<file path="config.mk">
export PLATFORM = sky130hd
export DESIGN_NAME = psr_shade
export DESIGN_NICKNAME = d
export VERILOG_FILES = /design/src/design/psr_pkg.sv /design/src/design/psr_shade.sv
export SDC_FILE = /design/constraint.sdc
export NUM_CORES = 1
export LEC_CHECK = 0
export BUFFER_PORTS_ARGS = -buffer_cell sky130_fd_sc_hd__buf_2
export CELL_PAD_IN_SITES_DETAIL_PLACEMENT = 0
export CELL_PAD_IN_SITES_GLOBAL_PLACEMENT = 1
export CORE_AREA = 2 2 213 131
export CTS_BUF_LIST = sky130_fd_sc_hd__clkbuf_8
export DETAILED_ROUTE_END_ITERATION = 7
export DIE_AREA = 0 0 215 133
export PLACE_DENSITY_LB_ADDON = 0.25
export SKIP_CTS_REPAIR_TIMING = 1
export SLEW_MARGIN = 20
export SYNTH_ARGS = -nofsm -noshare
export SYNTH_HDL_FRONTEND = slang
export SYNTH_SLANG_ARGS = --single-unit
</file>
<file path="constraint.sdc">
create_clock -name clk -period 3.27 [get_ports clk]
set_input_delay 0.981 -clock clk [delete_from_list [all_inputs] [get_ports clk]]
set_output_delay 0.981 -clock clk [all_outputs]
set_load 0.03 [all_outputs]
</file>
<file path="src/design/psr_pkg.sv">
`timescale 1ns / 1ps

package psr_pkg;

    localparam int PADDR_W = 5;

    localparam logic [1:0] SHAPE_DISC = 2'd0;
    localparam logic [1:0] SHAPE_STAR = 2'd1;
    localparam logic [1:0] SHAPE_BLOB = 2'd2;

    typedef enum logic [2:0] {
        REG_SHAPE   = 3'd0,
        REG_RED     = 3'd1,
        REG_GREEN   = 3'd2,
        REG_BLUE    = 3'd3,
        REG_OPACITY = 3'd4
    } psr_reg_t;

    typedef struct packed {
        logic [1:0] shape;
        logic [7:0] red;
        logic [7:0] green;
        logic [7:0] blue;
        logic [7:0] opacity;
    } psr_cfg_t;

    localparam psr_cfg_t CFG_RESET = '{
        shape:   SHAPE_DISC,
        red:     8'd255,
        green:   8'd255,
        blue:    8'd255,
        opacity: 8'd70
    };

    typedef struct packed {
        logic       valid;
        logic       hit;
        logic [7:0] alpha;
    } psr_cov_t;

    localparam logic [4:0] DISC_SIZE   = 5'd10;
    localparam logic [4:0] SPRITE_SIZE = 5'd30;
    localparam logic [13:0] DISC_RAD_SQ = 14'd100;

    // floor(x / 100) = (x * 5243) >> 19 for x below 25600.
    localparam logic [12:0] RECIP_100 = 13'd5243;
    localparam int          SHIFT_100 = 19;
    // floor(x / 255) = (x * 32897) >> 23 for x up to 255 * 255.
    localparam logic [15:0] RECIP_255 = 16'd32897;
    localparam int          SHIFT_255 = 23;

    localparam int NUM_VERTS = 10;
    localparam int NUM_BLOBS = 4;

    // Star outline in 1/256 pixel.
    localparam logic signed [14:0] STAR_X [NUM_VERTS] = '{
        15'sd3840, 15'sd4655, 15'sd7309, 15'sd5158, 15'sd5984,
        15'sd3840, 15'sd1696, 15'sd2522, 15'sd371,  15'sd3025
    };
    localparam logic signed [14:0] STAR_Y [NUM_VERTS] = '{
        15'sd192,  15'sd2719, 15'sd2713, 15'sd4268, 15'sd6791,
        15'sd5226, 15'sd6791, 15'sd4268, 15'sd2713, 15'sd2719
    };

    // Ellipses in units of 1/100 of the sprite: centers times three, radii.
    localparam int BLOB_CX3 [NUM_BLOBS] = '{150, 150, 150, 165};
    localparam int BLOB_CY3 [NUM_BLOBS] = '{246, 180, 120, 69};
    localparam int BLOB_RX  [NUM_BLOBS] = '{42, 33, 23, 12};
    localparam int BLOB_RY  [NUM_BLOBS] = '{18, 20, 18, 12};

endpackage

</file>
<file path="src/design/psr_shade.sv">
`timescale 1ns / 1ps

module psr_shade
    import psr_pkg::*;
(
    input  logic        clk,
    input  logic        rst_n,
    input  logic        en,
    input  psr_cov_t    cov,
    input  psr_cfg_t    cfg,
    output logic        res_valid,
    output logic [31:0] argb_pixel,
    output logic        covered
);

    logic        v4_reg;
    logic        hit4_reg;
    logic [7:0]  a4_reg;
    logic [15:0] pr_reg;
    logic [15:0] pg_reg;
    logic [15:0] pb_reg;
    logic [31:0] qr;
    logic [31:0] qg;
    logic [31:0] qb;
    logic        valid_reg;
    logic        covered_reg;
    logic [31:0] argb_reg;

    always_ff @(posedge clk or negedge rst_n)
    begin
        if (!rst_n)
        begin
            v4_reg    <= 1'b0;
            valid_reg <= 1'b0;
        end
        else if (en)
        begin
            v4_reg    <= cov.valid;
            valid_reg <= v4_reg;
        end
    end

    assign qr = 32'(pr_reg) * 32'(RECIP_255);
    assign qg = 32'(pg_reg) * 32'(RECIP_255);
    assign qb = 32'(pb_reg) * 32'(RECIP_255);

    always_ff @(posedge clk)
    begin
        if (en)
        begin
            hit4_reg    <= cov.hit;
            a4_reg      <= cov.alpha;
            pr_reg      <= 16'(cfg.red) * 16'(cov.alpha);
            pg_reg      <= 16'(cfg.green) * 16'(cov.alpha);
            pb_reg      <= 16'(cfg.blue) * 16'(cov.alpha);
            covered_reg <= hit4_reg;
            argb_reg    <= {a4_reg, qr[SHIFT_255 +: 8], qg[SHIFT_255 +: 8],
                            qb[SHIFT_255 +: 8]};
        end
    end

    assign res_valid  = valid_reg;
    assign argb_pixel = argb_reg;
    assign covered    = covered_reg;

endmodule

</file>
Yosys cells after proc, flatten, opt, wreduce, memory -nomap -nowiden --
Cells that the tools add are included.
Word-level totals: bits in registers 92, input port bits 47, output and inout port bits 34, logic and storage cells 15
Cells by class: multipliers 6
Operators with widths (number):
- multiplier 16 x 16 -> 31 bit, second input constant | 3
- multiplier 8 x 8 -> 16 bit | 3

Depth between registers and ports, before layout --
depth after elaboration 1, gate-level depth with buffers 17, depth with buffers taken out 16

Worst setup path after synthesis --
No wires, ideal clock.
path type input-to-reg, from input port cov[7] in the netlist's numbering, to register pr_reg[15], data pin, setup time 259 ps, data arrival time 4809 ps, data required time 3011 ps, setup slack -1799 ps, stages on the path 14, buffers on the path 1, path through clkbuf_1 nand2_1 fa_1 fa_1 fa_1 fa_1 inv_1 ha_1 or2_2 a21oi_1 a21oi_1 a211oi_1 a21oi_1 xnor2_1
On the way: longest elaborated chain between the ends 1
Ends and longest elaborated chain:
- from (decl) | line psr_shade.sv:9 | input psr_cov_t cov,
- multiplier 8 x 8 -> 16 bit | line psr_shade.sv:53 | pr_reg <= 16'(cfg.red) * 16'(cov.alpha);
- to (signal assigned) | line psr_shade.sv:53
- to (decl) | line psr_shade.sv:19 | logic [15:0] pr_reg;
No other way between the ends. A chain may end at the register's enable or synchronous reset.

Worst setup path in the final report --
from input port cov[6] in the netlist's numbering, to register pb_reg[15], data pin
On the way: longest elaborated chain between the ends 1
Ends and longest elaborated chain:
- multiplier 8 x 8 -> 16 bit | line psr_shade.sv:55 | pb_reg <= 16'(cfg.blue) * 16'(cov.alpha);
- to (signal assigned) | line psr_shade.sv:55
- to (decl) | line psr_shade.sv:21 | logic [15:0] pb_reg;
No other way between the ends.

==> results.json <==
{
  "p_leak_nw": 7.84,
  "drt_pre_antenna_iters": 4,
  "worstPathCellList": "buf_12 -> buf_12 -> buf_4 -> nand2_2 -> fa_1 -> fa_1 -> inv_1 -> fa_2 -> inv_2 -> fa_2 -> inv_2 -> ha_4 -> or3_1 -> o21ai_1 -> a21oi_2 -> a211oi_2 -> a21oi_2 -> xnor2_1",
  "detailed_place_hpwl_um": 22800,
  "worstPathRequired_ns": 3.43,
  "post-synth-top-area-fraction_pct": 30.4,
  "ir_worst_vdd_mv": 0.513,
  "m1WireLength_um": 15300,
  "number_of_enable_type_register_cells_in_the_synthesized_netlist": 90,
  "grt.total_usage_pct": 19.4,
  "drt-wirelength-per-cell_um": 16.1,
  "synth_async_sr_flop_share_pct": 2.17,
  "max_cap_violations": 0,
  "cpPeakStageDelay_ns": 0.52,
  "syn_nets": 1604,
  "rsz_0062_raised_after_global_routing": "yes",
  "final_area_um2": 16900,
  "start_util_pct": 45.9,
  "synth_area_um2": 12400,
  "portBuffers": 70,
  "vias": 9023,
  "synth_seq_cells": 92,
  "final.setup_skew_ns": 0.0136,
  "final.min_clock_period_ns": 4.44,
  "totalPowerFinal_mw": 14.9,
  "post_synth_inst_count": 1149,
  "status": "finished, violations left",
  "max_freq_mhz": 225,
  "cts-buffers-inserted": 9,
  "timing.setup.critical_path_class": "in -> reg",
  "final.setup.worst_slack_ns": -1.17,
  "fin_max_slew_vios": 0,
  "area_delta_synth_final_pct": 37.0,
  "finalNetCount": 1872,
  "cts_buffer_depth": 2,
  "finalSetupViolations": 41,
  "startpoint_type_of_the_worst_setup_path": "input pin",
  "clock_sink_count": 92,
  "detailedRoute.firstIterationViolations": 443,
  "cellPowerDensity_nw_per_um2": 882,
  "seq_area_frac_synth_pct": 22.3,
  "pin_count_of_the_biggest_net_entering_global_routing": 54,
  "first_global_vias": 8708,
  "final_antenna_violating_net_count": 0,
  "die_area_um2": 28600,
  "core_area_um2": 26900,
  "io_pins": 81,
  "clkSlewWorstSetupHoldPaths_ns": 0.10,
  "via_per_inst": 5.04,
  "route.detailed.drc": 0,
  "drive_gt1_share_pct": 39.8,
  "globalplace.congestion": 0.896,
  "grt-ovfl-total": 0,
  "critical_path_buf_inv_count": 6,
  "postSynthAreaPerCell_um2": 10.8,
  "transition_time_at_the_pin_with_the_least_slew_margin_ns": 0.770,
  "worstPathMaxFanout": 7,
  "cp.arrival_ns": 4.60,
  "final_hold_viol_count": 0,
  "filler_cell_count": 2226,
  "critical_path.slowest_cell": "fa_1",
  "cts_root_buf": "clkbuf_8",
  "post_synth_main_area_contributors": "ha_1, edfxtp_1, fa_1",
  "fp.dieW_um": 215,
  "synthFlopType": "edfxtp_1",
  "yosysMostFrequentCell": "ha_1",
  "clock_tree_from_tritoncts": "yes",
  "fin_cells": 1789,
  "totalWireLength_um": 28900,
  "synth_cell_types": 62,
  "first_pass_grt_wire_length_um": 44300,
  "antenna_cells": 0,
  "worst_skew_pair.late_latency_ns": 0.40,
  "final_layout_setup_total_negative_slack_ns": -26.64,
  "met2_routed_length_um": 12100,
  "dpl-instance-area_um2": 15000,
  "hold_path.class": "in -> async",
  "min_period_over_period_pct": 136,
  "synth_warnings": 0,
  "antenna_violations_before_repair": 0,
  "flip_flop_count_of_the_largest_register_after_layout": 32,
  "worst_slew_margin_rel_pct": 48.7,
  "violations": "setup timing",
  "topRoutingLayerUsed": "met4",
  "synth_commonest_cells": "ha_1, and2_1, inv_1, fa_1, edfxtp_1",
  "die_h_um": 133,
  "std_cell_rows": 47,
  "h-tree-depth": 3,
  "critPathTopFamily": "adder cells",
  "synth.largest_area_cell": "ha_1",
  "worst_setup_path_end_kind": "register",
  "post-place-cells": 1746,
  "routed-wl-met3_um": 1270
}
==> power breakdown <==
group	switching, mW	internal, mW	leakage [nW]
clock network	0.487	0.293	0.0949
registers	0.312	1.94	0.902
logic	5.60	6.28	6.85
==> final timing paths <==
| kind | start | end | slack [ns] | depth (start not counted) |
|---|---|---|---|---|
| min in group clk | a4_reg[0]$_DFFE_PP_ | argb_pixel[24]$_DFFE_PP_ | 0.43 | 0 |
| hold reg to reg | a4_reg[0]$_DFFE_PP_ | argb_pixel[24]$_DFFE_PP_ | 0.43 | 0 |
| hold / removal | rst_n | res_valid$_DFFE_PN0P_ | 0.35 | 1 |
| setup / recovery | cov[6] | pb_reg[15]$_DFFE_PP_ | -1.17 | 18 |
| setup reg to reg | pg_reg[13]$_DFFE_PP_ | argb_pixel[15]$_DFFE_PP_ | -0.15 | 12 |
| max in group asynchronous | rst_n | v4_reg$_DFFE_PN0P_ | 2.82 | 1 |
==> routing by layer <==
layer  global-route usage (%)  up-vias
met5                        0        -
met4                     3.26        0
met3                     3.06       19
met2                     27.0      142
met1                     31.6     4402
li1                         -     4460
==> layout make-up <==
type | count | area (um^2) | share of cell area (%)
Clock buffer | 9 | 124 | 0.732
Inverter | 152 | 571 | 3.37
Tap cell | 367 | 459 | 2.71
Clock inverter | 7 | 66.3 | 0.392
Timing Repair Buffer | 273 | 2270 | 13.4
Multi-Input combinational cell | 889 | 10700 | 63.1
Sequential cell | 92 | 2750 | 16.3
==> cell usage in the layout, fill, tap and decap left out, types with 7 or more instances in the layout <==
cell and n:
o21ai_2 7, o21a_1 9, a21o_1 11, buf_4 168, and2_1 112, nand3_1 10, fa_2 17, buf_12 9
xnor2_1 44, ha_4 93, nand4_1 7, and2_4 40, a21oi_2 19, nand2_1 58, buf_2 52, inv_1 120
clkbuf_8 9, fa_1 91, nor2_1 23, edfxtp_1 90, inv_2 32, xor2_1 8, buf_6 35, a21oi_1 14
ha_1 202
==> metrics by stage <==
step	setup slack, ns	hold slack [ns]	util, %
after CTS	-1.30	0.315	56.4
after global placement	-1.67	0.406	55.7
final	-1.17	0.353	62.8
after floorplan	-1.43	0.400	-
after global routing	-1.27	0.317	62.8
after detailed placement	-1.75	0.405	55.7
==> kinds of logic (layout without fill, tap and decap cells) <==
group	count (synthesis)	in the layout	synth area share, %
adder cells (fa/ha/maj)	408	408	47.9
AND/OR/NAND/NOR	311	311	14.1
buffers and inverters	168	441	5.10
AO/OA/AOI/OAI	111	111	6.39
flip-flops	92	92	22.3
XOR/XNOR	56	56	3.97
multiplexers	3	3	0.263
==> worst reg2reg max path: stages, from the launching register on <==
cell,delay [ns]
edfxtp_1,0.46
ha_1,0.36
ha_4,0.26
ha_4,0.27
ha_4,0.19
ha_4,0.26
nand4_1,0.18
a2111oi_4,0.36
o41a_1,0.27
o31ai_4,0.09
a21oi_4,0.20
nand4_1,0.13
xnor2_1,0.15
(Power assumes the default switching activity.)
