==> src/design/psr_pkg.sv <==
`timescale 1ns / 1ps

package psr_pkg;

    localparam int PADDR_W = 5;

    localparam logic [1:0] SHAPE_DISC = 2'd0;
    localparam logic [1:0] SHAPE_STAR = 2'd1;
    localparam logic [1:0] SHAPE_BLOB = 2'd2;

    typedef enum logic [2:0] {
        REG_SHAPE   = 3'd0,
        REG_RED     = 3'd1,
        REG_GREEN   = 3'd2,
        REG_BLUE    = 3'd3,
        REG_OPACITY = 3'd4
    } psr_reg_t;

    typedef struct packed {
        logic [1:0] shape;
        logic [7:0] red;
        logic [7:0] green;
        logic [7:0] blue;
        logic [7:0] opacity;
    } psr_cfg_t;

    localparam psr_cfg_t CFG_RESET = '{
        shape:   SHAPE_DISC,
        red:     8'd255,
        green:   8'd255,
        blue:    8'd255,
        opacity: 8'd70
    };

    typedef struct packed {
        logic       valid;
        logic       hit;
        logic [7:0] alpha;
    } psr_cov_t;

    localparam logic [4:0] DISC_SIZE   = 5'd10;
    localparam logic [4:0] SPRITE_SIZE = 5'd30;
    localparam logic [13:0] DISC_RAD_SQ = 14'd100;

    // floor(x / 100) = (x * 5243) >> 19 for x below 25600.
    localparam logic [12:0] RECIP_100 = 13'd5243;
    localparam int          SHIFT_100 = 19;
    // floor(x / 255) = (x * 32897) >> 23 for x up to 255 * 255.
    localparam logic [15:0] RECIP_255 = 16'd32897;
    localparam int          SHIFT_255 = 23;

    localparam int NUM_VERTS = 10;
    localparam int NUM_BLOBS = 4;

    // Star outline in 1/256 pixel.
    localparam logic signed [14:0] STAR_X [NUM_VERTS] = '{
        15'sd3840, 15'sd4655, 15'sd7309, 15'sd5158, 15'sd5984,
        15'sd3840, 15'sd1696, 15'sd2522, 15'sd371,  15'sd3025
    };
    localparam logic signed [14:0] STAR_Y [NUM_VERTS] = '{
        15'sd192,  15'sd2719, 15'sd2713, 15'sd4268, 15'sd6791,
        15'sd5226, 15'sd6791, 15'sd4268, 15'sd2713, 15'sd2719
    };

    // Ellipses in units of 1/100 of the sprite: centers times three, radii.
    localparam int BLOB_CX3 [NUM_BLOBS] = '{150, 150, 150, 165};
    localparam int BLOB_CY3 [NUM_BLOBS] = '{246, 180, 120, 69};
    localparam int BLOB_RX  [NUM_BLOBS] = '{42, 33, 23, 12};
    localparam int BLOB_RY  [NUM_BLOBS] = '{18, 20, 18, 12};

endpackage

==> src/design/psr_regs.sv <==
`timescale 1ns / 1ps

module psr_regs
    import psr_pkg::*;
(
    input  logic               clk,
    input  logic               rst_n,
    input  logic               psel,
    input  logic               penable,
    input  logic               pwrite,
    input  logic [PADDR_W-1:0] paddr,
    input  logic [31:0]        pwdata,
    output logic [31:0]        prdata,
    output logic               pready,
    output psr_cfg_t           cfg
);

    psr_cfg_t cfg_reg;
    psr_cfg_t cfg_next;
    psr_reg_t idx;
    logic     wr;

    assign idx    = psr_reg_t'(paddr[PADDR_W-1:2]);
    assign wr     = psel && penable && pwrite;
    assign pready = 1'b1;
    assign cfg    = cfg_reg;

    always_comb
    begin
        cfg_next = cfg_reg;
        if (wr)
        begin
            unique case (idx)
                REG_SHAPE:   cfg_next.shape   = pwdata[1:0];
                REG_RED:     cfg_next.red     = pwdata[7:0];
                REG_GREEN:   cfg_next.green   = pwdata[7:0];
                REG_BLUE:    cfg_next.blue    = pwdata[7:0];
                REG_OPACITY: cfg_next.opacity = pwdata[7:0];
                default:     cfg_next = cfg_reg;
            endcase
        end
    end

    always_ff @(posedge clk or negedge rst_n)
    begin
        if (!rst_n)
        begin
            cfg_reg <= CFG_RESET;
        end
        else
        begin
            cfg_reg <= cfg_next;
        end
    end

    always_comb
    begin
        unique case (idx)
            REG_SHAPE:   prdata = {30'd0, cfg_reg.shape};
            REG_RED:     prdata = {24'd0, cfg_reg.red};
            REG_GREEN:   prdata = {24'd0, cfg_reg.green};
            REG_BLUE:    prdata = {24'd0, cfg_reg.blue};
            REG_OPACITY: prdata = {24'd0, cfg_reg.opacity};
            default:     prdata = 32'd0;
        endcase
    end

endmodule

==> config.mk <==
export PLATFORM = sky130hd
export DESIGN_NAME = psr_regs
export DESIGN_NICKNAME = d
export VERILOG_FILES = /design/src/design/psr_pkg.sv /design/src/design/psr_regs.sv
export SDC_FILE = /design/constraint.sdc
export NUM_CORES = 1
export LEC_CHECK = 0
export ABC_AREA = 0
export BUFFER_PORTS_ARGS = -buffer_cell sky130_fd_sc_hd__buf_2
export CORE_ASPECT_RATIO = 1.1
export CORE_MARGIN = 10
export CORE_UTILIZATION = 41
export CTS_BUF_LIST = sky130_fd_sc_hd__clkbuf_2 sky130_fd_sc_hd__clkbuf_4 sky130_fd_sc_hd__clkbuf_8
export DETAILED_ROUTE_END_ITERATION = 7
export PLACE_DENSITY = 0.87
export SETUP_SLACK_MARGIN = 0.2
export SLEW_MARGIN = 5
export SYNTH_ARGS = -nofsm -noshare
export SYNTH_HDL_FRONTEND = slang
export SYNTH_SLANG_ARGS = --single-unit
==> constraint.sdc <==
create_clock -name clk -period 1 [get_ports clk]
set_input_delay 0.05 -clock clk [delete_from_list [all_inputs] [get_ports clk]]
set_output_delay 0.05 -clock clk [all_outputs]
set_load 0.005 [all_outputs]
# Word level (Yosys, flattened, before mapping)
# Cells that the tools add are included.
[op_classes]
eq_ne = 4
reduce_logical = 8
mux = 1
[ops]
columns = ["op", "count"]
rows = [
  ["$pmux W8 S5", 1],
  ["$reduce_and A2 Y1", 5],
  ["$eq A3 B2 Y1 const B", 2],
  ["$eq A3 B1 Y1 const B", 1],
  ["$eq A3 B3 Y1 const B", 1],
  ["$logic_not A3 Y1", 1],
  ["$logic_and A1 B1 Y1", 2],
]
[totals]
out_inout_bits = 67
inputBits = 42
ff_bits = 34

# Longest topological paths before layout
# Gate-level depths: netlist of the first run.
[depth]
depth_word = 3
mapped_depth = 5

# Worst setup path after synthesis of the first run
# No wires, ideal clock.
[synth_timing]
path_type = "input port to flip-flop"
start = "input port paddr[3]"
end = "register cfg_reg (netlist bit cfg[0])"
required_ns = 0.875
cell_stages = 5
setup_slack_ns = -0.112
t_arrival_ns = 0.987
setup_ns = 0.125
path_cell_list = "buf_2 nor2_1 and3_1 buf_2 mux2_2"
[synth_between]
elab_chain_cells = 2
[synth_lines]
columns = ["element", "line_no", "text"]
rows = [
  ["start, declared", "psr_regs.sv:11", "input logic [PADDR_W-1:0] paddr,"],
  ["$eq A3 B3 Y1", "psr_regs.sv:33", "unique case (idx)"],
  ["$reduce_and A2 Y1 (no source line)", "--", ""],
  ["end signal, assigned", "psr_regs.sv:52", "cfg_reg <= cfg_next;"],
  ["end, declared", "psr_regs.sv:18", "psr_cfg_t cfg_reg;"],
]
# Every way passes these cells.
# A chain may end at the register's enable or synchronous reset.

# Worst setup path in the final report of the first run
[layout_timing]
start = "register cfg_reg (netlist bit cfg[17])"
end = "output port prdata[1]"
[layout_between]
elab_chain_cells = 1
[layout_lines]
columns = ["element", "line_no", "text"]
rows = [
  ["$pmux W8 S5", "psr_regs.sv:58", "unique case (idx)"],
  ["end, declared", "psr_regs.sv:13", "output logic [31:0] prdata,"],
]
# Every way passes these cells.

==> results of run 1 <==
==> worst max-delay path, stage by stage (launching register included) <==
cell and delay [ps]:
dfstp_2 540, mux2i_1 90, or3_1 340, o211ai_1 100, buf_2 150
==> cell usage after synthesis (all sizes together) <==
master / instances / area (um2)
mux2: 35 / 424
buf: 29 / 216
dfstp: 27 / 709
mux2i: 8 / 80.1
a22oi: 7 / 52.6
dfrtp: 7 / 175
o22ai: 7 / 43.8
and3: 3 / 18.8
clkbuf: 3 / 11.3
nor3b: 3 / 45.1
conb: 2 / 7.51
nor2b: 2 / 12.5
a21oi: 1 / 5.00
and4b: 1 / 10.0
nand2: 1 / 3.75
nand2b: 1 / 6.26
nand3: 1 / 5.00
nand4b: 1 / 23.8
nor2: 1 / 3.75
o211ai: 1 / 7.51
or3: 1 / 6.26
==> repair_timing <==
action | CTS | global route
endpoints found under the setup margin | 71 | 75
resized for setup | 62 | 28
hold buffers | 1 | 0
pin swaps | 8 | 7
endpoints found under the hold margin | 18 | 0
buffers inserted | 14 | 8
==> kinds of logic (layout without fill, tap and decap cells) <==
| group | Yosys count | in the layout | share of synthesized area |
|---|---|---|---|
| buf+inv | 32 | 110 | 0.122 |
| mux | 43 | 43 | 0.270 |
| compound gates | 16 | 16 | 0.0583 |
| flops | 34 | 34 | 0.474 |
| other cells | 2 | 25 | 0.00402 |
| simple gates | 15 | 15 | 0.0723 |
==> routing by layer <==
layer | GRT usage | vias to the layer above
met5 | 0 | -
met4 | 0.0549 | 0
met3 | 0.0623 | 9
met2 | 0.265 | 62
met1 | 0.151 | 752
li1 | - | 662
==> stage by stage <==
stage          TNS (ps)  total power, mW  utilization
6_report          -4060             5.12        0.690
2_1_floorplan      -468             2.62            -
3_5_place_dp      -7620             3.15        0.530
5_1_grt           -5240             5.36        0.690
3_3_place_gp      -6920             3.11        0.530
4_1_cts           -3380             4.88        0.650
==> power groups by stage <==
stage	sequential, mW	clock, mW	combinational (mW)
after global placement	2.01	0	1.10
after floorplan	2.03	0	0.591
final	2.06	1.21	1.85
after detailed placement	2.03	0	1.12
after CTS	2.03	1.21	1.64
after global routing	2.10	1.27	1.99
==> worst max-delay path by stage <==
| stage | start | end | cells past startpoint |
|---|---|---|---|
| 3_3_place_gp | paddr[3] | prdata[6] | 5 |
| 5_1_grt | cfg[17]$_DFFE_PN1P_ | prdata[1] | 4 |
| 6_report | cfg[17]$_DFFE_PN1P_ | prdata[1] | 4 |
| 2_1_floorplan | paddr[4] | cfg[16]$_DFFE_PN1P_ | 3 |
| 3_5_place_dp | paddr[3] | prdata[7] | 5 |
| 4_1_cts | cfg[17]$_DFFE_PN1P_ | prdata[1] | 4 |
==> cell type report <==
class | instances | area, um2 | area share
Sequential cell | 34 | 885 | 0.295
Clock buffer | 8 | 110 | 0.0367
Multi-Input combinational cell | 99 | 983 | 0.328
Timing Repair Buffer | 102 | 956 | 0.318
Tap cell | 54 | 67.6 | 0.0225
==> metrics, run 1 <==
status finished with violations; failing checks negative setup slack; fillers 293; Final setup violation count 30; CTS tree done; Worst-path clk slew 70 ps; commonest non-fill, non-tap cell in the layout buf_6; Root Buffer clkbuf_8; Min-Delay Endpoint cfg[14]$_DFFE_PN1P_; CP Class register to primary output; Logic pwr share 0.362; Ys Warns 0; Clock Skew 0 ps; Hold Path Cell Cnt 2; gp weighted congestion 0.787; met2 WL approximately 3.3 mm; core area between 0.004 and 0.005 mm2; Int Power ~3.8 mW; Die Y 90.8 um; initial antenna violation count 0; power density over the cells about 1700 mW/mm2; power share of the clock group 0.236; Inserted Clock Buffers 5; WP data required roughly 950 ps; row count 25; first-iteration detailed-routing DRC count 85; final-report hold violation count 0; die area 0.00766 mm2; Max-cap violations 0; Post-Syn Area 0.00187 mm2; Die X 84.4 um; flop2flop setup slack -50 ps; CP Capture Type primary output; Min Clock Period, post-route 1560 ps; Post-Syn Instances 142; Slew Limit Fails 0; first-pass GRT wire length 9.16 mm; count of cell types in the netlist 25; Skew-Pair Late Insertion Delay 290 ps; nets@finish about 280; Avg Vias per Cell ~5.0; final worst setup slack -562 ps; Peak VDD IR 0.00131 V; number of global-route vias before repair 1711; CP arrival roughly 1500 ps; Mapped Avg Cell Area between 10 and 15 um2; Top Layer Used met4; Clock Tree Buf Depth 2; worst r2r path cells 4; Placed Area 0.00230 mm2; max frequency 640 MHz; global route total overflow 0; Finished Layout Cells 297; Area growth syn-to-layout 60.7%; Vias between 1000 and 1500; wire per inst approximately 20 um; largest net degree at the start of global routing 22; Seq/Total Area, Yosys 0.474; GR Util All Layers 0.149; critical path peak fanout 2; Crit Reg-Reg Startpoint cfg[17]$_DFFE_PN1P_; DRT Pass-1 Iters 4; Met3 Wirelength roughly 430 um; H-tree Lvls 2; Setup Slack @ Placement -251 ps; Reg-to-Reg End cfg[17]$_DFFE_PN1P_; DP Wirelength 3.92 mm; final period utilization 1.56; Yosys reg bits 34; Leak 1.44 nW; Worst Hold Class input port to register; Sw Ratio 0.267; most frequent cells in the layout buf_6, mux2_4, dfstp_2, conb_1, buf_2; Seq pwr share 0.403; final wirelength 6.05 mm; Clock Sinks 34; Ports 109; hold_sp pwdata[6]; remaining antenna violation count 0; n_diodes 0; Metal-1 WL 2.29 mm; switching power 1.37 mW; DRC Markers 0; Post-Place Cells 266; RSZ-0062 raised after global routing true; design area 0.00300 mm2; critical path startpoint category register; Initial Utilization 0.430; IO buf count 57; share of cells above drive strength 1 0.749; WHS 43.6 ps; max FFs per register 34
(Power assumes the default switching activity.)
==> inputs of run 2 (changes only) <==
==> constraint.sdc (replaced) <==
create_clock -name clk -period 1 [get_ports clk]
set_input_delay 0.2 -clock clk [delete_from_list [all_inputs] [get_ports clk]]
set_output_delay 0.2 -clock clk [all_outputs]
set_load 0.005 [all_outputs]
==> run 2 against run 1 <==
The flow still finishes with violations (negative setup slack). Non-clock buffer count up 29. Sequential share of layout area is 3.1 points lower. Critical path depth unchanged. Sequential power hardly changed. Power grew 12%. Die area stayed put. Global-route usage is 0.88 points higher. Cell count rose by 9.8%. Via count is 8.4% higher. Final area grew 12%. Critical endpoint unchanged. Largest power group is now combinational cells.
==> metrics, run 2 (synthesized netlist as in run 1, its figures left out) <==
row count 25; global route total overflow 0; core area 0.00435 mm2; Min Clock Period, post-route 1650 ps; WP data required 800 ps; Slew Limit Fails 0; Area growth syn-to-layout 79.6%; worst path buffer plus inverter count 1; CP Capture Type primary output; delay-heaviest family, CP flip-flops; Clock Sinks 34; gp weighted congestion slightly below 0.8; Final setup violation count 74; DRC Markers 0; remaining antenna violation count 0; Inserted Clock Buffers 5; cells along the critical path mux2i_1 -> or3_1 -> o211ai_1 -> buf_2; GR Util All Layers 0.158; fillers 252; Clock Tree Buf Depth 2; Root Buffer clkbuf_8; failing checks negative setup slack; die area 0.00766 mm2; commonest non-fill, non-tap cell in the layout buf_6; register area 885 um2; Clock Skew 0 ps; Slowest-stage cell, CP dfstp_2; wire per inst 20.3 um; DRT Pass-1 Iters 4; DP Wirelength approximately 4.0 mm; Leak 1.63 nW; number of global-route vias before repair 1791; n_diodes 0; max frequency a little over 600 MHz; Max-cap violations 0; H-tree Lvls 2; first-iteration detailed-routing DRC count 93; Skew-Pair Late Insertion Delay roughly 280 ps; max FFs per register 34; final period utilization 1.65; critical path startpoint category register; critical path peak fanout 2; WHS about 190 ps; Worst-path clk slew 70 ps; CP Class register to primary output; Worst Hold Class input port to register; CTS tree done; total power 5.75 mW; area occupied by multi-input gates 995 um2; Finished Layout Cells 326; final-report hold violation count 0; Die X 84.4 um; Post-Place Cells 295; design area ~0.0034 mm2; nets@finish 313; status finished with violations; RSZ-0062 raised after global routing true; Initial Utilization 0.430; Ports approximately 110; power density over the cells 1710 mW/mm2; IO buf count 57; share of cells above drive strength 1 0.790; Vias 1610; Avg Vias per Cell 4.94; Largest stage delay, worst path between 500 and 600 ps; most frequent cells in the layout buf_6, mux2_4, dfstp_2, conb_1, buf_4; final wirelength 6.63 mm; Placed Area between 0.002 and 0.003 mm2; initial antenna violation count 0; first-pass GRT wire length between 9 and 10 mm; final worst setup slack -646 ps; Die Y between 90 and 100 um; Peak VDD IR around 0.0011 V; CP arrival roughly 1500 ps; largest net degree at the start of global routing 35
## run 2: cell count changes in the layout (fill, tap and decap cells not counted), moves of 2 or more
cell | previous run | this run
buf_6 | 58 | 80
buf_4 | 15 | 23
buf_2 | 25 | 21
clkbuf_8 | 8 | 5
buf_12 | 2 | 4
clkinv_2 | 0 | 2
## run 2: worst paths after layout
check,cells past startpoint,slack [ps],from,to
max in group asynchronous,3,350,rst_n,cfg[14]$_DFFE_PN1P_
worst min-delay path,2,190,pwdata[3],cfg[3]$_DFFE_PN0P_
worst max register to register,3,-20,cfg[5]$_DFFE_PN0P_,cfg[5]$_DFFE_PN0P_
worst max-delay path,4,-650,cfg[17]$_DFFE_PN1P_,prdata[1]
min in group asynchronous,3,400,rst_n,cfg[33]$_DFFE_PN0P_
worst min register to register,2,620,cfg[7]$_DFFE_PN0P_,cfg[7]$_DFFE_PN0P_
## run 2: repair_timing
item	4_1_cts	5_1_grt
pin swaps	3	5
hold endpoints to repair	7	0
setup buffers	8	14
hold buffers	1	0
resized for setup	96	23
setup endpoints to repair	76	76
## run 2: final cells by class
cell class	instances	share of cell area
clock buffer	5	0.0205
clock inverter	3	0.0119
multi-input combinational	99	0.297
sequential	34	0.264
tap	54	0.0201
timing repair buffer	131	0.387
## run 2: power breakdown
part / internal [mW] / switching, mW
logic: 1.69 / 0.768
registers: 1.81 / 0.232
clock network: 0.733 / 0.516
## run 2: layer usage
| layer | global-route usage | vias up | routed length, um |
|---|---|---|---|
| met5 | 0 | - | 0 |
| met2 | 0.260 | 64 | 3320 |
| li1 | - | 720 | - |
| met3 | 0.0614 | 18 | 504 |
| met4 | 0.0577 | 0 | 210 |
| met1 | 0.180 | 808 | 2590 |
## run 2: stage by stage
stage	setup TNS (ps)	setup slack, ps	utilization
3_5_place_dp	-15210	-521	0.581
2_1_floorplan	-4870	-176	-
3_3_place_gp	-14090	-485	0.581
4_1_cts	-12060	-615	0.725
5_1_grt	-15590	-676	0.772
6_report	-13680	-646	0.772
